### config.mk
export PLATFORM = sky130hd
export DESIGN_NAME = tmrf_back
export DESIGN_NICKNAME = d
export VERILOG_FILES = /design/src/hdl/tmrf_pkg.sv /design/src/hdl/tmrf_back.sv
export VERILOG_INCLUDE_DIRS = /design/src /design/src/hdl
export SDC_FILE = /design/constraint.sdc
export NUM_CORES = 2
export LEC_CHECK = 0
export ABC_AREA = 1
export BUFFER_PORTS_ARGS = -buffer_cell sky130_fd_sc_hd__buf_2
export CAP_MARGIN = 0
export CORE_MARGIN = 4
export CORE_UTILIZATION = 60
export CTS_BUF_LIST = sky130_fd_sc_hd__clkbuf_4
export DETAILED_ROUTE_END_ITERATION = 10
export GPL_TIMING_DRIVEN = 0
export PLACE_DENSITY = 0.79
export SLEW_MARGIN = 15
export SYNTH_ARGS = -nofsm -noshare
export SYNTH_HDL_FRONTEND = slang
export SYNTH_SLANG_ARGS = --single-unit
### constraint.sdc
create_clock -name clk -period 27 [get_ports clk]
set_clock_uncertainty 0.15 [all_clocks]
set_input_delay 5.4 -clock clk [delete_from_list [all_inputs] [get_ports clk]]
set_output_delay 5.4 -clock clk [all_outputs]
set_load 0.05 [all_outputs]
### src/hdl/trimmed_mean_rank_filter_defines.svh
`ifndef TRIMMED_MEAN_RANK_FILTER_DEFINES_SVH
`define TRIMMED_MEAN_RANK_FILTER_DEFINES_SVH
// Condition that must hold at every active clock edge.
`define TMRF_ASSERT_ALWAYS(label, cond, msg) \
	label: assert property (@(posedge clk) disable iff (!arst_n) (cond)) else $error(msg);
// Condition that must hold in the cycle after a trigger.
`define TMRF_ASSERT_NEXT(label, trig, cond, msg) \
	label: assert property (@(posedge clk) disable iff (!arst_n) (trig) |=> (cond)) else $error(msg);
`endif

### src/hdl/tmrf_pkg.sv
package tmrf_pkg;

	localparam int MAX_WINDOW = 7;
	localparam int MAX_LINE   = 1024;
	localparam int PIXEL_BITS = 8;

	localparam int LINES     = MAX_WINDOW - 1;
	localparam int WIN_CELLS = MAX_WINDOW * MAX_WINDOW;

	localparam int ROW_W    = 12;
	localparam int COL_W    = 10;
	localparam int WIDTH_W  = 11;
	localparam int HEIGHT_W = 13;
	localparam int WS_W     = 3;
	localparam int CNT_W    = 6;
	localparam int RANK_W   = 6;
	localparam int MAX_HEIGHT = 4096;

	localparam int LINE_AW = $clog2(MAX_LINE);
	localparam int SLOT_W  = $clog2(LINES + 1);
	localparam int CELL_W  = $clog2(WIN_CELLS);
	localparam int CELLN_W = $clog2(WIN_CELLS + 1);
	localparam int SUM_W   = PIXEL_BITS + CELLN_W;
	localparam int BIT_W   = $clog2(SUM_W);

	localparam int CFG_IDX_W  = 3;
	localparam int CFG_DATA_W = 13;

	localparam int S_TDATA_W = ((PIXEL_BITS + 7) / 8) * 8;
	localparam int M_TDATA_W = ((PIXEL_BITS + ROW_W + COL_W + 7) / 8) * 8;

	typedef enum logic [CFG_IDX_W-1:0] {
		REG_IMAGE_WIDTH   = 3'd0,
		REG_IMAGE_HEIGHT  = 3'd1,
		REG_WINDOW_SIZE   = 3'd2,
		REG_AVERAGE_COUNT = 3'd3,
		REG_RANK_POSITION = 3'd4
	} cfg_reg_t;

	// Effective filter settings after clamping.
	typedef struct packed {
		logic [WS_W-1:0]    ws;
		logic [CELLN_W-1:0] n;
		logic [CELLN_W-1:0] cnt;
		logic [CELL_W-1:0]  rank;
	} filt_cfg_t;

	// One window handed from the front to the back.
	typedef struct packed {
		logic [WIN_CELLS-1:0][PIXEL_BITS-1:0] pix;
		logic [ROW_W-1:0]                     row;
		logic [COL_W-1:0]                     col;
	} win_item_t;

	function automatic filt_cfg_t eff_cfg(input logic [WS_W-1:0] ws_r,
	                                      input logic [CNT_W-1:0] cnt_r,
	                                      input logic [RANK_W-1:0] rank_r);
		filt_cfg_t f;
		logic [WS_W-1:0] ws;
		logic [2*WS_W-1:0] sq;
		logic [CNT_W-1:0] c;
		ws = ws_r;
		if (ws == '0) ws = WS_W'(1);
		if (int'(ws) > MAX_WINDOW) ws = WS_W'(MAX_WINDOW);
		if (!ws[0]) ws = ws - WS_W'(1);
		sq = (2*WS_W)'(ws) * (2*WS_W)'(ws);
		c = cnt_r;
		if (c == '0) c = CNT_W'(1);
		if (!c[0]) c = c - CNT_W'(1);
		if ((2*WS_W)'(c) > sq) c = CNT_W'(sq);
		f.ws = ws;
		f.n = CELLN_W'(sq);
		f.cnt = CELLN_W'(c);
		if ((2*WS_W)'(rank_r) > sq - (2*WS_W)'(1)) f.rank = CELL_W'(sq - (2*WS_W)'(1));
		else f.rank = CELL_W'(rank_r);
		return f;
	endfunction

endpackage

### src/hdl/tmrf_back.sv
`include "trimmed_mean_rank_filter_defines.svh"
module tmrf_back (
	input  logic                clk,
	input  logic                arst_n,
	input  tmrf_pkg::filt_cfg_t fcfg,
	input  logic                q_valid,
	input  tmrf_pkg::win_item_t q_item,
	output logic                pop,
	output logic                m_tvalid,
	input  logic                m_tready,
	output logic [tmrf_pkg::M_TDATA_W-1:0] m_tdata
);
	import tmrf_pkg::*;

	typedef enum logic [4:0] {
		ST_IDLE = 5'b00001,
		ST_RANK = 5'b00010,
		ST_SUM  = 5'b00100,
		ST_DIV  = 5'b01000,
		ST_DONE = 5'b10000
	} back_state_t;

	back_state_t state_q;

	logic [PIXEL_BITS-1:0] val_q [WIN_CELLS];
	logic [CELL_W-1:0]     id_q  [WIN_CELLS];
	logic                  vld_q [WIN_CELLS];
	logic [ROW_W-1:0]      row_q;
	logic [COL_W-1:0]      col_q;
	logic [CELLN_W-1:0]    step_q;

	logic [WIN_CELLS-1:0]  cmp_s1;
	logic [PIXEL_BITS-1:0] cmpv_s1;
	logic                  cmpen_s1;

	logic [PIXEL_BITS-1:0] sort_mem [WIN_CELLS];
	logic [PIXEL_BITS-1:0] rd_s1;
	logic                  rdv_s1;

	logic [SUM_W-1:0]      acc_q;
	logic [SUM_W-1:0]      quo_q;
	logic [CELLN_W-1:0]    rem_q;
	logic [BIT_W-1:0]      bit_q;

	logic                  rd_en;
	logic [CELL_W-1:0]     rd_addr;
	logic [CELL_W-1:0]     wr_addr;
	logic signed [CELLN_W+1:0] ii;
	logic [CELLN_W:0]      trial;
	logic                  load_out;

	assign pop = (state_q == ST_IDLE) && q_valid;
	assign load_out = (state_q == ST_DONE) && (!m_tvalid || m_tready);
	assign wr_addr = CELL_W'($countones(cmp_s1));

	// Run index clamped into the sorted window.
	always_comb begin
		ii = $signed((CELLN_W+2)'(fcfg.rank)) - $signed((CELLN_W+2)'(fcfg.cnt >> 1)) +
		     $signed((CELLN_W+2)'(step_q));
		if (ii < 0) rd_addr = '0;
		else if (ii > $signed((CELLN_W+2)'(fcfg.n)) - 1) rd_addr = CELL_W'(fcfg.n - CELLN_W'(1));
		else rd_addr = CELL_W'(ii);
		rd_en = (state_q == ST_SUM) && (step_q < fcfg.cnt);
		trial = {rem_q, acc_q[SUM_W-1]};
	end

	always_ff @(posedge clk) begin
		if (cmpen_s1) sort_mem[wr_addr] <= cmpv_s1;
		if (rd_en) rd_s1 <= sort_mem[rd_addr];
	end

	always_ff @(posedge clk or negedge arst_n) begin
		if (!arst_n) begin
			state_q <= ST_IDLE;
			cmpen_s1 <= 1'b0;
			rdv_s1 <= 1'b0;
			step_q <= '0;
			bit_q <= '0;
			m_tvalid <= 1'b0;
		end else begin
			rdv_s1 <= rd_en;
			if (load_out) m_tvalid <= 1'b1;
			else if (m_tready) m_tvalid <= 1'b0;
			unique case (state_q)
				ST_IDLE: begin
					cmpen_s1 <= 1'b0;
					if (q_valid) begin
						step_q <= '0;
						state_q <= ST_RANK;
					end
				end
				ST_RANK: begin
					if (step_q < CELLN_W'(WIN_CELLS)) begin
						cmpen_s1 <= vld_q[0];
						step_q <= step_q + CELLN_W'(1);
					end else begin
						cmpen_s1 <= 1'b0;
						step_q <= '0;
						state_q <= ST_SUM;
					end
				end
				ST_SUM: begin
					if (step_q < fcfg.cnt) begin
						step_q <= step_q + CELLN_W'(1);
					end else begin
						bit_q <= '0;
						state_q <= ST_DIV;
					end
				end
				ST_DIV: begin
					bit_q <= bit_q + BIT_W'(1);
					if (bit_q == BIT_W'(SUM_W - 1)) state_q <= ST_DONE;
				end
				ST_DONE: begin
					if (load_out) state_q <= ST_IDLE;
				end
				default: state_q <= ST_IDLE;
			endcase
		end
	end

	// Window registers: load, then rotate so the element under test sits at slot zero.
	always_ff @(posedge clk) begin
		if (pop) begin
			for (int k = 0; k < WIN_CELLS; k++) begin
				val_q[k] <= q_item.pix[k];
				id_q[k] <= CELL_W'(k);
				vld_q[k] <= (WS_W'(k / MAX_WINDOW) < fcfg.ws) &&
				            (WS_W'(k % MAX_WINDOW) >= WS_W'(MAX_WINDOW) - fcfg.ws);
			end
			row_q <= q_item.row;
			col_q <= q_item.col;
		end else if (state_q == ST_RANK && step_q < CELLN_W'(WIN_CELLS)) begin
			for (int k = 0; k < WIN_CELLS; k++) begin
				cmp_s1[k] <= vld_q[k] && ((val_q[k] < val_q[0]) ||
				             (val_q[k] == val_q[0] && id_q[k] < id_q[0]));
				val_q[k] <= val_q[(k + 1) % WIN_CELLS];
				id_q[k] <= id_q[(k + 1) % WIN_CELLS];
				vld_q[k] <= vld_q[(k + 1) % WIN_CELLS];
			end
			cmpv_s1 <= val_q[0];
		end
	end

	// Accumulate the run, then divide one quotient bit per cycle.
	// Hold the quotient until the result register takes it.
	always_ff @(posedge clk) begin
		if (pop) begin
			acc_q <= '0;
			rem_q <= '0;
			quo_q <= '0;
		end else if (state_q == ST_DIV) begin
			acc_q <= {acc_q[SUM_W-2:0], 1'b0};
			if (trial >= (CELLN_W+1)'(fcfg.cnt)) begin
				rem_q <= CELLN_W'(trial - (CELLN_W+1)'(fcfg.cnt));
				quo_q <= {quo_q[SUM_W-2:0], 1'b1};
			end else begin
				rem_q <= CELLN_W'(trial);
				quo_q <= {quo_q[SUM_W-2:0], 1'b0};
			end
		end else begin
			if (rdv_s1) acc_q <= acc_q + SUM_W'(rd_s1);
		end
	end

	always_ff @(posedge clk) begin
		if (load_out) begin
			m_tdata <= M_TDATA_W'({col_q, row_q, quo_q[PIXEL_BITS-1:0]});
		end
	end

	`TMRF_ASSERT_ALWAYS(a_rank_write_in_rank, !cmpen_s1 || state_q == ST_RANK,
		"rank write outside ranking")
	`TMRF_ASSERT_NEXT(a_result_shown, load_out, m_tvalid, "finished result not presented")
	`TMRF_ASSERT_ALWAYS(a_read_in_sum, !rdv_s1 || state_q == ST_SUM, "stray sorted read")

endmodule

==> run summary <==
Required time of the worst setup path -> 21.45 ns
Tmin final -> 14.93 ns
Remaining design rule violation count -> 0
Critical path, cell by cell -> buf_2 -> inv_1 -> ha_1 -> a21boi_0 -> o2111ai_1 -> o211ai_1 -> nor2_1 -> nor2_1 -> inv_1 -> nor2_2 -> clkbuf_2 -> buf_2 -> buf_2
CP Launch Type -> input port
Crit-path most repeated cell -> sky130_fd_sc_hd__buf_2
Root Driver -> sky130_fd_sc_hd__clkbuf_4
Number of standard cells in the layout, taps in and fillers out -> 9100
P&R area growth vs syn -> 14.0%
Worst Tran Pin Value -> 1.25 ns
Slew headroom -> 0.160
Worst Path Max Fanout -> 32
Count of different cell masters after synthesis -> 56
Cell type with the highest aggregate area in the netlist -> sky130_fd_sc_hd__edfxtp_1
Number of hold-slack violations in the final timing report -> 0
Layout cells sized above 1 -> 0.168
Overall die width -> 345 µm
Type of the tightest min-delay check -> reg -> reg
Height of the die -> 345 µm
TritonCTS clock tree -> yes
Final RePlAce weighted congestion -> 0.990
Main area contributors after synthesis -> sky130_fd_sc_hd__edfxtp_1 (55%), sky130_fd_sc_hd__ha_1 (12%), sky130_fd_sc_hd__nand2_1 (9.2%)
Remaining antenna violation count after routing -> 0
Largest incremental delay on the critical path -> 0.69 ns
Kind of critical path -> in -> out
Worst Slack Setup Final -> 12.07 ns
Final WL -> 196 mm
Total of hold buffers inserted after clock tree synthesis -> 0
Post-synth design cell area -> 68300 µm²
Highest clock frequency the design can meet -> 67.0 MHz
Main flop type after synthesis -> sky130_fd_sc_hd__edfxtp_1
Detailed-route via count -> 52960
Placed cell count -> 8533
Port Buffer Count -> 470
Max Slew Vio Count -> 0
Average wire per standard cell -> 21.5 µm
Max Cap Viol -> 0
Sequential-to-total area share from yosys stat -> 0.562
Detailed-routing iteration count for the pre-antenna-repair pass -> 9
Synthesized instance count -> 6509
Net count of the finished layout -> 8536
Mean area per synthesized cell -> 10.5 µm²
Total core area -> 113000 µm²
Async set-reset flop share out of synthesis -> 0.0140
Final HPWL DP -> 144 mm
Status -> complete, no violations
Initial detailed-routing violation count -> 5912
Number of cell rows -> 123
Worst setup slack before clock tree synthesis -> 11.69 ns
Kind of end point of the critical path -> output pin
FF+latch count, synth -> 1289
Wire length of the first global-routing pass -> 293 mm
Utilization after layout -> 0.691
Effective utilization at floorplan -> 0.606
# resized after CTS -> 0
Total routing resource utilization after global routing -> 0.320
Via count of the first global-routing pass -> 53164
Die area -> 119000 µm²
Antenna violations before repair -> 12
Arrival time at the worst endpoint -> 9.38 ns
Max H-tree Level -> 5
Final count of negative-setup-slack endpoints -> 0
I/O pin cnt -> 473
Clock transition at the registers of the reported paths -> 0.06 ns
Grt ovf -> 0
Largest net degree at the start of global routing -> 63
Clock insertion delay at the later pin of the skew report -> 1.22 ns
Slowest-stage cell, CP -> sky130_fd_sc_hd__buf_2
TritonCTS Buffers -> 341
RSZ-0062 raised after global routing -> no
Fraction of synthesized cell area taken by the top area cell type -> 0.547
Clock net sink count -> 1289
Post-synth EDFFs -> 1243
CTS Buffer Depth -> 4
Post-CTS setup buffers -> 0
Post-route clock period utilization -> 0.553
Via-to-Cell Ratio -> 5.82
Synthesis Warnings -> 0
per-stage QoR:
| stage | area, µm² | TNS (ns) | hold WS, ns |
|---|---|---|---|
| 5_1_grt | 77800 | 0 | 0.244 |
| 4_1_cts | 77800 | 0 | 0.252 |
| 3_3_place_gp | 72500 | -4171.62 | 0.250 |
| 6_report | 77800 | 0 | 0.268 |
| 2_1_floorplan | 68300 | 0 | 0.250 |
| 3_5_place_dp | 73700 | 0 | 0.255 |
sequential cells by signal, indices dropped and copies added, names as in the netlist, 10 cells and up:
| signal | cells |
|---|---|
| cmp_s1 | 48 |
| id_q | 294 |
| row_q | 12 |
| m_tdata | 30 |
| col_q | 10 |
| acc_q | 14 |
| val_q | 392 |
| sort_mem | 392 |
| vld_q | 49 |
path summary, 6_finish.rpt:
kind,startpoint,endpoint,slack [ns],depth (start not counted)
min in group asynchronous,arst_n,state_q[1],4.03,1
max in group asynchronous,arst_n,bit_q[1],22.30,1
max reg2reg,cmp_s1[35],sort_mem[1][2],18.82,20
min,row_q[11],m_tdata[19],0.27,0
max,fcfg[7],pop,12.07,13
min reg2reg,row_q[11],m_tdata[19],0.27,0
layout make-up:
class / instances / area [µm²]
Timing Repair Buffer: 523 / 3470
Fill cell: 8200 / 34900
Multi-Input combinational cell: 4157 / 25800
Buffer: 238 / 1050
Inverter: 826 / 3120
Clock buffer: 481 / 3610
Sequential cell: 1289 / 38300
Clock inverter: 78 / 495
Tap cell: 1500 / 1880
Antenna cell: 8 / 20.0
cells in the final DEF (no fill, tap or decap), types with 24 or more instances in the layout:
cell / n
sky130_fd_sc_hd__a21oi_1: 198
sky130_fd_sc_hd__edfxtp_1: 1243
sky130_fd_sc_hd__clkbuf_4: 481
sky130_fd_sc_hd__nand3_1: 306
sky130_fd_sc_hd__inv_1: 809
sky130_fd_sc_hd__o21a_1: 165
sky130_fd_sc_hd__nand2_1: 1679
sky130_fd_sc_hd__ha_1: 678
sky130_fd_sc_hd__o21ai_0: 195
sky130_fd_sc_hd__buf_16: 24
sky130_fd_sc_hd__fa_1: 43
sky130_fd_sc_hd__buf_2: 563
sky130_fd_sc_hd__dfxtp_1: 28
sky130_fd_sc_hd__o221ai_1: 50
sky130_fd_sc_hd__clkbuf_1: 133
sky130_fd_sc_hd__nor4_1: 47
sky130_fd_sc_hd__nor2_1: 267
sky130_fd_sc_hd__clkinv_1: 56
sky130_fd_sc_hd__or2_2: 107
sky130_fd_sc_hd__nand4_1: 140
sky130_fd_sc_hd__o211ai_1: 69
sky130_fd_sc_hd__o21bai_1: 33
sky130_fd_sc_hd__a221oi_1: 32
sky130_fd_sc_hd__a21boi_0: 42
kinds of logic (layout without fill, tap and decap cells):
| kind of cell | Yosys count | count (layout) | share of synthesized area |
|---|---|---|---|
| simple gates | 2579 | 2579 | 0.160 |
| flops | 1289 | 1289 | 0.562 |
| buf+inv | 1064 | 2146 | 0.0607 |
| compound gates | 839 | 839 | 0.0783 |
| fa+ha+maj | 721 | 721 | 0.137 |
| xor+xnor | 16 | 16 | 0.00205 |
| other cells | 1 | 10 | 0.0000549 |
per-layer routing:
layer  track usage  vias up  wire length, µm  share of wire
met5             0        -               56        0.00029
met4         0.176        8            11200          0.057
met3        0.0878      580            21800           0.11
met2         0.515     2815            91900           0.47
met1         0.392    25170            70800           0.36
li1              -    24387                -              -
worst max-delay path, delay by kind of cell:
family / cells / cell delay (ns)
buffers and inverters: 6 / 2.03
AND/OR/NAND/NOR: 3 / 1.12
AO/OA/AOI/OAI: 3 / 0.54
adder cells (fa/ha/maj): 1 / 0.27
cells in the mapped netlist (2+ instances only):
library cell,number
sky130_fd_sc_hd__ha_1,678
sky130_fd_sc_hd__o221ai_1,50
sky130_fd_sc_hd__a21oi_1,198
sky130_fd_sc_hd__nand3_4,2
sky130_fd_sc_hd__o21a_1,165
sky130_fd_sc_hd__nand3_2,3
sky130_fd_sc_hd__nor3_1,7
sky130_fd_sc_hd__dfrtp_1,17
sky130_fd_sc_hd__nor2_1,268
sky130_fd_sc_hd__nor4b_1,2
sky130_fd_sc_hd__a221oi_1,32
sky130_fd_sc_hd__inv_2,4
sky130_fd_sc_hd__o21ai_0,195
sky130_fd_sc_hd__inv_1,821
sky130_fd_sc_hd__o21bai_1,33
sky130_fd_sc_hd__buf_4,8
sky130_fd_sc_hd__fa_1,43
sky130_fd_sc_hd__or2_2,107
sky130_fd_sc_hd__xor2_1,9
sky130_fd_sc_hd__a21boi_0,42
sky130_fd_sc_hd__clkbuf_1,135
sky130_fd_sc_hd__nand2_2,2
sky130_fd_sc_hd__nor2_2,4
sky130_fd_sc_hd__nand3_1,306
sky130_fd_sc_hd__dfxtp_1,28
sky130_fd_sc_hd__o211ai_1,69
sky130_fd_sc_hd__a31oi_1,14
sky130_fd_sc_hd__buf_2,90
sky130_fd_sc_hd__o22ai_1,6
sky130_fd_sc_hd__nand4_1,140
sky130_fd_sc_hd__xnor2_1,7
sky130_fd_sc_hd__o21ai_1,23
sky130_fd_sc_hd__nor3b_1,2
sky130_fd_sc_hd__nand2_1,1680
sky130_fd_sc_hd__a211oi_1,4
sky130_fd_sc_hd__buf_1,4
sky130_fd_sc_hd__edfxtp_1,1243
sky130_fd_sc_hd__nor4_1,50
Power is left out: the tool's default activity adds up to more than one toggle a clock period on the data nets, which glitch-free logic cannot reach.
