--- src/hdl/trimmed_mean_rank_filter_defines.svh ---
`ifndef TRIMMED_MEAN_RANK_FILTER_DEFINES_SVH
`define TRIMMED_MEAN_RANK_FILTER_DEFINES_SVH
// Condition that must hold at every active clock edge.
`define TMRF_ASSERT_ALWAYS(label, cond, msg) \
	label: assert property (@(posedge clk) disable iff (!arst_n) (cond)) else $error(msg);
// Condition that must hold in the cycle after a trigger.
`define TMRF_ASSERT_NEXT(label, trig, cond, msg) \
	label: assert property (@(posedge clk) disable iff (!arst_n) (trig) |=> (cond)) else $error(msg);
`endif

--- src/hdl/tmrf_pkg.sv ---
package tmrf_pkg;

	localparam int MAX_WINDOW = 7;
	localparam int MAX_LINE   = 1024;
	localparam int PIXEL_BITS = 8;

	localparam int LINES     = MAX_WINDOW - 1;
	localparam int WIN_CELLS = MAX_WINDOW * MAX_WINDOW;

	localparam int ROW_W    = 12;
	localparam int COL_W    = 10;
	localparam int WIDTH_W  = 11;
	localparam int HEIGHT_W = 13;
	localparam int WS_W     = 3;
	localparam int CNT_W    = 6;
	localparam int RANK_W   = 6;
	localparam int MAX_HEIGHT = 4096;

	localparam int LINE_AW = $clog2(MAX_LINE);
	localparam int SLOT_W  = $clog2(LINES + 1);
	localparam int CELL_W  = $clog2(WIN_CELLS);
	localparam int CELLN_W = $clog2(WIN_CELLS + 1);
	localparam int SUM_W   = PIXEL_BITS + CELLN_W;
	localparam int BIT_W   = $clog2(SUM_W);

	localparam int CFG_IDX_W  = 3;
	localparam int CFG_DATA_W = 13;

	localparam int S_TDATA_W = ((PIXEL_BITS + 7) / 8) * 8;
	localparam int M_TDATA_W = ((PIXEL_BITS + ROW_W + COL_W + 7) / 8) * 8;

	typedef enum logic [CFG_IDX_W-1:0] {
		REG_IMAGE_WIDTH   = 3'd0,
		REG_IMAGE_HEIGHT  = 3'd1,
		REG_WINDOW_SIZE   = 3'd2,
		REG_AVERAGE_COUNT = 3'd3,
		REG_RANK_POSITION = 3'd4
	} cfg_reg_t;

	// Effective filter settings after clamping.
	typedef struct packed {
		logic [WS_W-1:0]    ws;
		logic [CELLN_W-1:0] n;
		logic [CELLN_W-1:0] cnt;
		logic [CELL_W-1:0]  rank;
	} filt_cfg_t;

	// One window handed from the front to the back.
	typedef struct packed {
		logic [WIN_CELLS-1:0][PIXEL_BITS-1:0] pix;
		logic [ROW_W-1:0]                     row;
		logic [COL_W-1:0]                     col;
	} win_item_t;

	function automatic filt_cfg_t eff_cfg(input logic [WS_W-1:0] ws_r,
	                                      input logic [CNT_W-1:0] cnt_r,
	                                      input logic [RANK_W-1:0] rank_r);
		filt_cfg_t f;
		logic [WS_W-1:0] ws;
		logic [2*WS_W-1:0] sq;
		logic [CNT_W-1:0] c;
		ws = ws_r;
		if (ws == '0) ws = WS_W'(1);
		if (int'(ws) > MAX_WINDOW) ws = WS_W'(MAX_WINDOW);
		if (!ws[0]) ws = ws - WS_W'(1);
		sq = (2*WS_W)'(ws) * (2*WS_W)'(ws);
		c = cnt_r;
		if (c == '0) c = CNT_W'(1);
		if (!c[0]) c = c - CNT_W'(1);
		if ((2*WS_W)'(c) > sq) c = CNT_W'(sq);
		f.ws = ws;
		f.n = CELLN_W'(sq);
		f.cnt = CELLN_W'(c);
		if ((2*WS_W)'(rank_r) > sq - (2*WS_W)'(1)) f.rank = CELL_W'(sq - (2*WS_W)'(1));
		else f.rank = CELL_W'(rank_r);
		return f;
	endfunction

endpackage

--- src/hdl/tmrf_queue.sv ---
`include "trimmed_mean_rank_filter_defines.svh"
module tmrf_queue (
	input  logic                clk,
	input  logic                arst_n,
	input  logic                push,
	input  tmrf_pkg::win_item_t push_item,
	output logic                full,
	input  logic                pop,
	output logic                q_valid,
	output tmrf_pkg::win_item_t q_item
);
	import tmrf_pkg::*;

	win_item_t   slot_q [2];
	logic        wr_q, rd_q;
	logic [1:0]  count_q;

	assign full    = (count_q == 2'd2);
	assign q_valid = (count_q != 2'd0);
	assign q_item  = slot_q[rd_q];

	always_ff @(posedge clk) begin
		if (push) slot_q[wr_q] <= push_item;
	end

	always_ff @(posedge clk or negedge arst_n) begin
		if (!arst_n) begin
			wr_q <= 1'b0;
			rd_q <= 1'b0;
			count_q <= '0;
		end else begin
			if (push) wr_q <= !wr_q;
			if (pop) rd_q <= !rd_q;
			if (push && !pop) count_q <= count_q + 2'd1;
			else if (pop && !push) count_q <= count_q - 2'd1;
		end
	end

	`TMRF_ASSERT_ALWAYS(a_no_overflow, !(push && full && !pop), "window queue overflow")
	`TMRF_ASSERT_ALWAYS(a_no_underflow, !(pop && !q_valid), "window queue underflow")
	`TMRF_ASSERT_NEXT(a_fill_tracks, push && !pop, count_q != 2'd0, "queue lost a window")

endmodule

--- config.mk ---
export PLATFORM = sky130hd
export DESIGN_NAME = tmrf_queue
export DESIGN_NICKNAME = d
export VERILOG_FILES = /design/src/hdl/tmrf_pkg.sv /design/src/hdl/tmrf_queue.sv
export VERILOG_INCLUDE_DIRS = /design/src /design/src/hdl
export SDC_FILE = /design/constraint.sdc
export NUM_CORES = 1
export LEC_CHECK = 0
export BUFFER_PORTS_ARGS = -buffer_cell sky130_fd_sc_hd__buf_2
export CAP_MARGIN = 25
export CORE_AREA = 2 2 323 325
export CTS_CLUSTER_DIAMETER = 120
export DETAILED_ROUTE_END_ITERATION = 10
export DIE_AREA = 0 0 325 327
export GPL_ROUTABILITY_DRIVEN = 0
export MAX_ROUTING_LAYER = met4
export SETUP_SLACK_MARGIN = 0.2
export SLEW_MARGIN = 40
export SYNTH_ARGS = -nofsm -noshare
export SYNTH_HDL_FRONTEND = slang
export SYNTH_SLANG_ARGS = --single-unit
--- constraint.sdc ---
create_clock -name clk -period 27.3 [get_ports clk]
set_input_delay 2.73 -clock clk [delete_from_list [all_inputs] [get_ports clk]]
set_output_delay 2.73 -clock clk [all_outputs]
set_load 0.01 [all_outputs]
==> results of run 1 <==
## Yosys cell counts (all sizes together)
library cell	n
edfxtp	828
mux2	414
buf	46
dfrtp	4
xor2	4
nor2b	2
and2	1
ha	1
inv	1
nor2	1
or2	1
xnor2	1
## kinds of logic (layout without fill, tap and decap cells)
kind of cell	after synthesis	after routing	synth area share
DFF	832	832	0.824
xor gates and xnor gates	5	5	0.00144
buffers and inverters	47	1012	0.0160
muxes	414	414	0.158
adders and majority gates	1	1	0.000413
and+or+nand+nor	5	5	0.000950
other	0	23	0
## sequential cells by signal, indices dropped and copies added, names as in the netlist
name / count
count_q: 2
rd_q: 1
slot_q: 828
wr_q: 1
## how the worst min path moves through the flow
stage                            from                endpoint  slack (ns)
6_report       count_q[1]$_DFFE_PN0P_  count_q[1]$_DFFE_PN0P_        0.49
5_1_grt        count_q[1]$_DFFE_PN0P_  count_q[1]$_DFFE_PN0P_        0.52
4_1_cts        count_q[1]$_DFFE_PN0P_  count_q[1]$_DFFE_PN0P_        0.49
3_5_place_dp   count_q[1]$_DFFE_PN0P_  count_q[1]$_DFFE_PN0P_        0.48
3_3_place_gp   count_q[1]$_DFFE_PN0P_  count_q[1]$_DFFE_PN0P_        0.47
2_1_floorplan  count_q[1]$_DFFE_PN0P_  count_q[1]$_DFFE_PN0P_        0.45
## per-layer routing
metal	GRT usage	vias to the layer above	part of all wire
li1	-	7063	-
met1	0.130	7697	0.35
met2	0.229	565	0.54
met3	0.0421	145	0.075
met4	0.0667	0	0.036
met5	-	-	0
## per-stage QoR
stage | hold WS, ns | area (um^2)
final | 0.486 | 38900
after detailed placement | 0.477 | 36000
after floorplan | 0.447 | 30300
after global placement | 0.467 | 35900
after global routing | 0.524 | 38900
after CTS | 0.491 | 38800
## report_power, final
group | switching, mW | internal [mW] | leakage (nW)
Sequential | 0.0559 | 1.69 | 7.82
Combinational | 0.653 | 0.509 | 5.23
Clock | 0.484 | 0.658 | 1.36
Total | 1.19 | 2.86 | 14.4
## cell type report
type                    count  share of cell area
flip-flops and latches    832               0.642
multi-input cells         425               0.125
repair buffers            851               0.115
clock buffers             104              0.0576
well taps                1380              0.0444
clock inverters            56              0.0143
diodes                     23             0.00148
inverters                   1           0.0000965
==> results.md, run 1 <==
* Via Count at 15470
* IO Pins at 834
* CP max-delay cell: clkbuf_8
* Reg-to-reg slack, setup at 23.72 ns
* Final Critical Period at 6.31 ns
* Critical path endpoint category: output pin
* Slew headroom at 0.474
* Drt pass-1 iters at 6
* Cell Count, Final, Fillers Out at 3672
* CTS max path bufs at 3
* Setup WS pre-CTS at 21.19 ns
* Slew Limit Fails at 0
* Worst Path Buf+Inv at 4
* Final wirelength at 71000 um
* Register area share after synthesis at 0.824
* Most frequent cells in the layout: buf_2 (833), edfxtp_1 (828), mux2_2 (382)
* CTS Hold Bufs at 0
* DP Wirelength at 50200 um
* WL/cell at 19.3 um
* Register area at 25000 um^2
* LEAKAGE at 14.4 nW
* Max cap viols at 0
* Cell area power density at 104 nW/um^2
* Avg Inst Size Synth at 23.2 um^2
* Status: completed
* Final TNS setup at 0 ns
* Initial antenna violation count at 27
* CTS tree: done
* Yosys cell types at 15
* Clk_lat worst skew at 0.66 ns
* Crit Reg-Reg Startpoint: wr_q$_DFFE_PN0P_
* Largest net degree at the start of global routing at 146
* Synth Register Bits at 832
* Most common cell after layout, fill and taps aside: buf_2
* Worst Tran Pin Value at 0.789 ns
* Crit-path max cell delay at 0.67 ns
* Die Ht at 327 um
* WP depth at 5
* Root Buffer: clkbuf_16
* CP Capture Point: q_item[224]
* Vias in the first global route at 16563
* Antenna Nets Post-Route at 0
* Critical path type: reg2out
* Chip width at 325 um
* Total CTS buffers at 86
* Final Hold Fails at 0
* Core ar. at 103000 um^2
* Crit Path Max Fanout at 88
* Die area at 106000 um^2
* DRC viols at 0
* Final setup margin at 20.99 ns
* Critical-path cell list: buf_12, buf_4, clkbuf_8, mux2_2, buf_2
* Fmax at 158 MHz
* Final Cycle Share at 0.231
* # setup viols final at 0
* Synth area leader: edfxtp_1
* Crit path from: rd_q$_DFFE_PN0P_
* Final core area utilization at 0.378
* Area delta synth->final at 28.3%
* GRT Resource Usage Total at 0.131
* CTS resizes at 0
* HP Class: reg2reg
* Share of cells above drive strength 1 at 0.613
* Total chip power at 4.05 mW
* Clock-pin slew on the worst setup and hold paths at 0.06 ns
* Setup Fix Bufs, Post-CTS at 0
* Footprint of the multi-input gates at 4870 um^2
* NumNets Final at 2616
* Number of buffers added on ports at 833
* DR vias/cell at 4.21
* Rows at 118
* Starting density of the core at 0.295
* R2R cell count at 4
* Synth Instances at 1304
* Synth warnings at 0
* WHS Path Cells at 1
* CP top delay family: buffers and inverters
* Placed cells at 3487
* Initial DRC Count at 663
* Worst EP required at 24.57 ns
* Largest cells by area after synthesis: edfxtp_1 (82%), mux2_2 (14%), buf_6 (1.5%)
* CTS sink count at 832
* Fill count at 9548
* Remaining Overflow, GRT at 0
* H-tree Lvls at 3
* Peak VDD IR at 0.0873 mV
* Final Skew at 0.0314 ns
* Worst Setup Start Kind: flip-flop
* Synth top area share at 0.820
* Data arrival, critical path at 3.58 ns
* Reg-to-Reg End: slot_q[0][154]$_DFFE_PP_
* First-pass GRT wire length at 102000 um
* RSZ-0062 raised after global routing: no
* Syn Std Cell Area at 30300 um^2
* Syn Nets at 1723
Note: power is estimated with default switching activity, not from simulation.
==> run 2, diff against run 1 <==
ABC_AREA = 1   (was default)
clock period = 5.9 ns   (was 27.3 ns; I/O delays follow)
==> run 2 against run 1 <==
  * Synthesized cell count is 0.69% higher
  * Register-to-register slack worse by 20 ns
  * Sequential power grew to 4.6 times the previous value
  * Setup slack worse by 18 ns
  * First-iteration DRC count is 28% higher
  * Die area stayed put
==> results.md, run 2 <==
* Final hold slack at 0.143 ns (was 0.486 ns)
* Syn Nets at 1732 (was 1723)
* DP Wirelength at 51500 um (was 50200 um)
* Most frequent cells in the layout: buf_2 (833), edfxtp_1 (828), mux2_2 (382) (unchanged)
* Slew headroom at 0.392 (was 0.474)
* Top Registers: slot_q x828, count_q x2 (unchanged)
* Remaining Overflow, GRT at 0 (unchanged)
* Avg Inst Size Synth at 23.1 um^2 (was 23.2 um^2)
* Cell Count, Final, Fillers Out at 3693 (was 3672)
* Fill count at 9579 (was 9548)
* Largest net degree at the start of global routing at 144 (was 146)
* Largest cells by area after synthesis: edfxtp_1 (82%), mux2_2 (14%), buf_6 (1.5%) (unchanged)
* Die area at 106000 um^2 (unchanged)
* # setup viols final at 0 (unchanged)
* Rows at 118 (unchanged)
* CTS sink count at 832 (unchanged)
* Synth Instances at 1313 (was 1304)
* Starting density of the core at 0.295 (about the same)
* Final setup margin at 2.68 ns (was 20.99 ns)
* Worst Setup Start Kind: flip-flop (unchanged)
* Largest Register: slot_q (unchanged)
* Chip width at 325 um (unchanged)
* Most common cell after layout, fill and taps aside: buf_2 (unchanged)
* Synth warnings at 0 (unchanged)
* Core ar. at 103000 um^2 (unchanged)
* Yosys cell types at 15 (unchanged)
* Share of cells above drive strength 1 at 0.610 (was 0.613)
* Via Count at 15700 (was 15470)
* Post-synthesis async set-or-reset flop share at 0.00481 (unchanged)
* CP top delay family: buffers and inverters (unchanged)
* Total CTS buffers at 88 (was 86)
* Number of enable flip-flop cells after synthesis at 828 (unchanged)
* Final wirelength at 72700 um (was 71000 um)
* NumNets Final at 2637 (was 2616)
* Crit path from: rd_q$_DFFE_PN0P_ (unchanged)
* CTS max path bufs at 3 (unchanged)
* Synth area leader: edfxtp_1 (unchanged)
* CP max-delay cell: dfrtp_4 (was clkbuf_8)
* Final Critical Period at 3.22 ns
* Worst EP required at 5.31 ns (was 24.57 ns)
* Clk_lat worst skew at 0.62 ns (was 0.66 ns)
* Register area share after synthesis at 0.823 (was 0.824)
* Die Ht at 327 um (unchanged)
* Syn Std Cell Area at 30300 um^2 (about the same)
* Status: completed (unchanged)
* Synth top area share at 0.820 (about the same)
* Setup WS pre-CTS at 2.94 ns (was 21.19 ns)
* Fmax at 311 MHz
* Max cap viols at 0 (unchanged)
* Final Skew at 0.0133 ns (was 0.0314 ns)
* Critical path type: reg2out (unchanged)
* Critical-path cell list: buf_12, buf_12, mux2_2, buf_2 (was buf_12, buf_4, clkbuf_8, mux2_2, buf_2)
* Initial DRC Count at 848 (was 663)
* H-tree Lvls at 3 (unchanged)
* Count leader, synth: edfxtp_1 (unchanged)
* DRC viols at 0 (unchanged)
* Synth cell count leaders: edfxtp_1 (828), mux2_2 (382), buf_6 (40) (unchanged)
* Worst Min Path Start: push_item[283] (was count_q[1]$_DFFE_PN0P_)
* Number of buffers added on ports at 833 (unchanged)
* Worst Path Buf+Inv at 3 (was 4)
* Critical path endpoint category: output pin (unchanged)
* HP Class: in2reg (was reg2reg)
* DR vias/cell at 4.25 (was 4.21)
* First-pass GRT wire length at 104000 um (was 102000 um)
* Root Buffer: clkbuf_16 (unchanged)
* Max reg flops at 828 (unchanged)
* Most frequent CP cell: buf_12
* Initial antenna violation count at 23 (was 27)
* Final Cycle Share at 0.545
* Vias in the first global route at 17076 (was 16563)
* Data arrival, critical path at 2.63 ns (was 3.58 ns)
* Cell area power density at 483 nW/um^2 (was 104 nW/um^2)
* Slew Limit Fails at 0 (unchanged)
* Peak VDD IR at 0.343 mV (was 0.0873 mV)
* Worst Tran Pin Value at 0.912 ns (was 0.789 ns)
* Crit Reg-Reg Startpoint: wr_q$_DFFE_PN0P_ (unchanged)
* Area delta synth->final at 28.7% (was 28.3%)
* Placed cells at 3504 (was 3487)
* Top_reg_cell synth: edfxtp_1 (unchanged)
* LEAKAGE at 14.5 nW (was 14.4 nW)
* IO Pins at 834 (unchanged)
* Clock-pin slew on the worst setup and hold paths at 0.06 ns (about the same)
* GRT Resource Usage Total at 0.134 (was 0.131)
* CTS tree: done (unchanged)
* Setup Fix Bufs, Post-CTS at 0 (unchanged)
* Crit-path max cell delay at 0.63 ns (was 0.67 ns)
* RSZ-0062 raised after global routing: no (unchanged)
* Final Hold Fails at 0 (unchanged)
* Synth Register Bits at 832 (unchanged)
* Drt pass-1 iters at 4 (was 6)
* WL/cell at 19.7 um (was 19.3 um)
* Final core area utilization at 0.379 (was 0.378)
* Crit Path Max Fanout at 86 (was 88)
* Antenna Nets Post-Route at 0 (unchanged)
* Total chip power at 18.8 mW (was 4.05 mW)
## run 2: cell count changes after synthesis, sizes merged
cell,change
and2,-1
inv,+6
nand2,+6
nand3,+1
nand4,+1
nor2,+1
nor2b,-2
or2,-1
xor2,-2
## run 2: final timing paths
| check | cells past startpoint | to | slack, ns |
|---|---|---|---|
| worst max register to register | 4 | slot_q[1][405]$_DFFE_PP_ | 3.65 |
| max in group asynchronous | 2 | rd_q$_DFFE_PN0P_ | 5.43 |
| min in group asynchronous | 2 | wr_q$_DFFE_PN0P_ | 0.33 |
| worst max-delay path | 4 | q_item[201] | 2.68 |
| worst min-delay path | 1 | slot_q[0][283]$_DFFE_PP_ | 0.14 |
| worst min register to register | 1 | count_q[0]$_DFFE_PN0P_ | 0.52 |
## run 2: kinds of logic (layout without fill, tap and decap cells)
family / count (synthesis) / in the layout / share of synthesized area
buf+inv: 53 / 1031 / 0.0167
xor+xnor: 3 / 3 / 0.000867
simple gates: 10 / 10 / 0.00136
other cells: 0 / 22 / 0
flops: 832 / 832 / 0.823
fa+ha+maj: 1 / 1 / 0.000413
mux: 414 / 414 / 0.157
## run 2: power by group
group	switching [mW]	internal (mW)	total, mW
combinational	2.98	2.37	5.36
sequential	0.287	7.84	8.13
clock	2.17	3.18	5.35
total	5.44	13.4	18.8
## run 2: metrics by stage
step | cell area [um^2] | setup TNS [ns]
floorplan | 30400 | -1070.28
global placement | 36000 | 0
detailed placement | 36100 | 0
CTS | 38900 | 0
global route | 39000 | 0
finish | 39000 | 0
## run 2: repair_timing
| action | in CTS | in global routing |
|---|---|---|
| hold buffers | 1 | 0 |
| endpoints found under the hold margin | 4 | 0 |
| resized for setup | 0 | 0 |
## run 2: final cells by class
type / instances / area [um^2] / share of cell area
multi-input combinational: 428 / 4880 / 0.125
sequential: 832 / 25000 / 0.640
timing repair buffer: 861 / 4540 / 0.116
tap: 1380 / 1730 / 0.0442
clock buffer: 116 / 2410 / 0.0618
inverter: 7 / 42.5 / 0.00109
antenna: 22 / 55.1 / 0.00141
clock inverter: 47 / 404 / 0.0104
## run 2: worst register-to-register path: cells and delay by family, from the launching register on
kind | cells | cell delay (ns)
buffers and inverters | 3 | 1.13
flip-flops | 1 | 0.52
AND/OR/NAND/NOR | 1 | 0.07
## run 2: per-layer routing
| metal | wire, um | track usage | up-vias |
|---|---|---|---|
| met5 | 0 | - | - |
| met4 | 3080 | 0.0671 | 0 |
| met3 | 4970 | 0.0406 | 161 |
| met2 | 38400 | 0.232 | 591 |
| met1 | 26300 | 0.138 | 7855 |
| li1 | - | - | 7093 |
==> run 3, diff against run 2 <==
clock period = 2.7 ns   (was 5.9 ns; I/O delays follow)
==> run 3 against run 2 <==
  * Sequential share of layout area down 7.0 points
  * Utilization up 4.6 points
  * Setup slack worse by 2.5 ns
  * Critical path depth up 1
  * Critical path type unchanged
==> results.md, run 3 (same netlist as run 2, synthesis figures left out) <==
* # setup viols final at 0 (unchanged)
* Die area at 106000 um^2 (unchanged)
* WL met1 at 30400 um (was 26300 um)
* Antenna Nets Post-Route at 0 (unchanged)
* Top layer in use: met4 (unchanged)
* Worst Setup Start Kind: flip-flop (unchanged)
* Final wirelength at 81800 um (was 72700 um)
* Final TNS setup at 0 ns (unchanged)
* Max reg flops at 828 (unchanged)
* Most frequent CP cell: buf_16 (was buf_12)
* Total CTS buffers at 89 (was 88)
* Core ar. at 103000 um^2 (unchanged)
* Worst EP required at 2.43 ns (was 5.31 ns)
* CTS tree: done (unchanged)
* Peak VDD IR at 0.583 mV (was 0.343 mV)
* Fmax at 401 MHz
* Clock power frac at 0.266 (was 0.284)
* Remaining Overflow, GRT at 0 (unchanged)
* Largest net degree at the start of global routing at 90 (was 144)
* DRC viols at 0 (unchanged)
* Number of buffers added on ports at 833 (unchanged)
* Area after DPL at 36400 um^2 (was 36100 um^2)
* Crit Path Max Fanout at 20 (was 86)
* Slew Limit Fails at 0 (unchanged)
* Status: completed (unchanged)
* Root Buffer: clkbuf_16 (unchanged)
* Initial antenna violation count at 12 (was 23)
* Vias in the first global route at 19467 (was 17076)
* Final hold slack at 0.341 ns (was 0.143 ns)
* Rows at 118 (unchanged)
* Share of cells above drive strength 1 at 0.524 (was 0.610)
* WL/cell at 19.8 um (was 19.7 um)
* Max cap viols at 0 (unchanged)
* RSZ-0062 raised after global routing: yes (was no)
* Critical-path cell list: buf_16, buf_12, buf_16, mux2_2, buf_2 (was buf_12, buf_12, mux2_2, buf_2)
* Most frequent cells in the layout: buf_2 (833), edfxtp_1 (828), dlygate4sd3_1 (418) (was buf_2 (833), edfxtp_1 (828), mux2_2 (382))
* IO Pins at 834 (unchanged)
* Cell Count, Final, Fillers Out at 4142 (was 3693)
* Switching pwr at 12.8 mW (was 5.44 mW)
* Data arrival, critical path at 2.22 ns (was 2.63 ns)
* Top Registers: slot_q x828, count_q x2 (unchanged)
* Switch share at 0.298 (was 0.289)
* Final Skew at 0.0174 ns (was 0.0133 ns)
* Share of power burned in combinational logic at 0.324 (was 0.284)
* Wire length on met3 at 5190 um (was 4970 um)
* Crit-path max cell delay at 0.47 ns (was 0.63 ns)
* DP Wirelength at 54900 um (was 51500 um)
* Area delta synth->final at 44.4% (was 28.7%)
* Slew headroom at 0.594 (was 0.392)
* Cell area power density at 982 nW/um^2 (was 483 nW/um^2)
* Total chip power at 43.0 mW (was 18.8 mW)
* Critical path endpoint category: output pin (unchanged)
* DR vias/cell at 4.28 (was 4.25)
* Internal at 30.2 mW (was 13.4 mW)
* Most common cell after layout, fill and taps aside: buf_2 (unchanged)
* GRT Resource Usage Total at 0.153 (was 0.134)
* CTS sink count at 832 (unchanged)
* Critical path type: reg2out (unchanged)
* H-tree Lvls at 3 (unchanged)
* Flop pwr share at 0.410 (was 0.431)
* Chip width at 325 um (unchanged)
* Met2 WL at 43300 um (was 38400 um)
* CP max-delay cell: dfrtp_4 (unchanged)
* Worst Tran Pin Value at 0.610 ns (was 0.912 ns)
* First-pass GRT wire length at 118000 um (was 104000 um)
* Initial DRC Count at 912 (was 848)
* Final Cell Area at 43800 um^2 (was 39000 um^2)
* Drt pass-1 iters at 4 (unchanged)
* Via Count at 17710 (was 15700)
* Final Cycle Share at 0.923
* Final Critical Period at 2.49 ns
* Clock-pin slew on the worst setup and hold paths at 0.06 ns (about the same)
* Largest Register: slot_q (unchanged)
* Die Ht at 327 um (unchanged)
* Final Hold Fails at 0 (unchanged)
* HP Class: in2reg (unchanged)
* NumNets Final at 3103 (was 2637)
* Placed cells at 3534 (was 3504)
* Clk_lat worst skew at 0.65 ns (was 0.62 ns)
* CTS max path bufs at 3 (unchanged)
* Starting density of the core at 0.295 (unchanged)
* LEAKAGE at 16.6 nW (was 14.5 nW)
run 3: worst max-delay path: cells and delay by family, from the launching register on:
kind / cells / cell delay (ns)
mux: 1 / 0.38
buf+inv: 4 / 0.69
flops: 1 / 0.47
run 3: final cells by class:
| type | instances | area, um^2 |
|---|---|---|
| fill | 9084 | 59100 |
| sequential | 832 | 25000 |
| timing repair buffer | 1326 | 9470 |
| multi-input combinational | 428 | 4860 |
| clock buffer | 111 | 2360 |
| tap | 1380 | 1730 |
| clock inverter | 49 | 362 |
| inverter | 7 | 30.0 |
| antenna | 9 | 22.5 |
run 3: power by group through the flow:
stage | Sequential (mW) | Clock (mW) | Combinational (mW)
3_3_place_gp | 17.8 | 0 | 12.3
5_1_grt | 17.8 | 12.2 | 14.7
6_report | 17.6 | 11.4 | 13.9
3_5_place_dp | 17.9 | 0 | 12.4
2_1_floorplan | 18.1 | 0 | 7.40
4_1_cts | 17.6 | 11.8 | 14.0
run 3: what timing repair did:
item	CTS	global route
hold endpoints to repair	835	0
gates resized for setup	15	2
endpoints found under the setup margin	276	242
hold buffers	418	0
cloned	8	1
setup buffers	10	2
run 3: routing by layer:
metal	GRT usage	up-vias
met1	0.161	8889
met5	-	-
met2	0.270	639
li1	-	8040
met4	0.0653	0
met3	0.0391	142
run 3: final timing paths:
check,from,end,slack (ns),cells past startpoint
worst max-delay path,rd_q$_DFFE_PN0P_,q_item[199],0.21,5
worst min-delay path,push_item[79],slot_q[1][79]$_DFFE_PP_,0.34,2
worst max register to register,wr_q$_DFFE_PN0P_,slot_q[1][329]$_DFFE_PP_,0.92,4
worst min register to register,count_q[1]$_DFFE_PN0P_,count_q[1]$_DFFE_PN0P_,0.47,2
max in group asynchronous,arst_n,rd_q$_DFFE_PN0P_,1.85,3
min in group asynchronous,arst_n,count_q[1]$_DFFE_PN0P_,0.60,3
run 3: through the flow:
step                      setup slack, ns  utilization
after global placement              0.760        0.354
after CTS                           0.117        0.425
after global routing                0.102        0.426
after detailed placement            0.759        0.354
final                               0.208        0.426
after floorplan                     -4.41            -
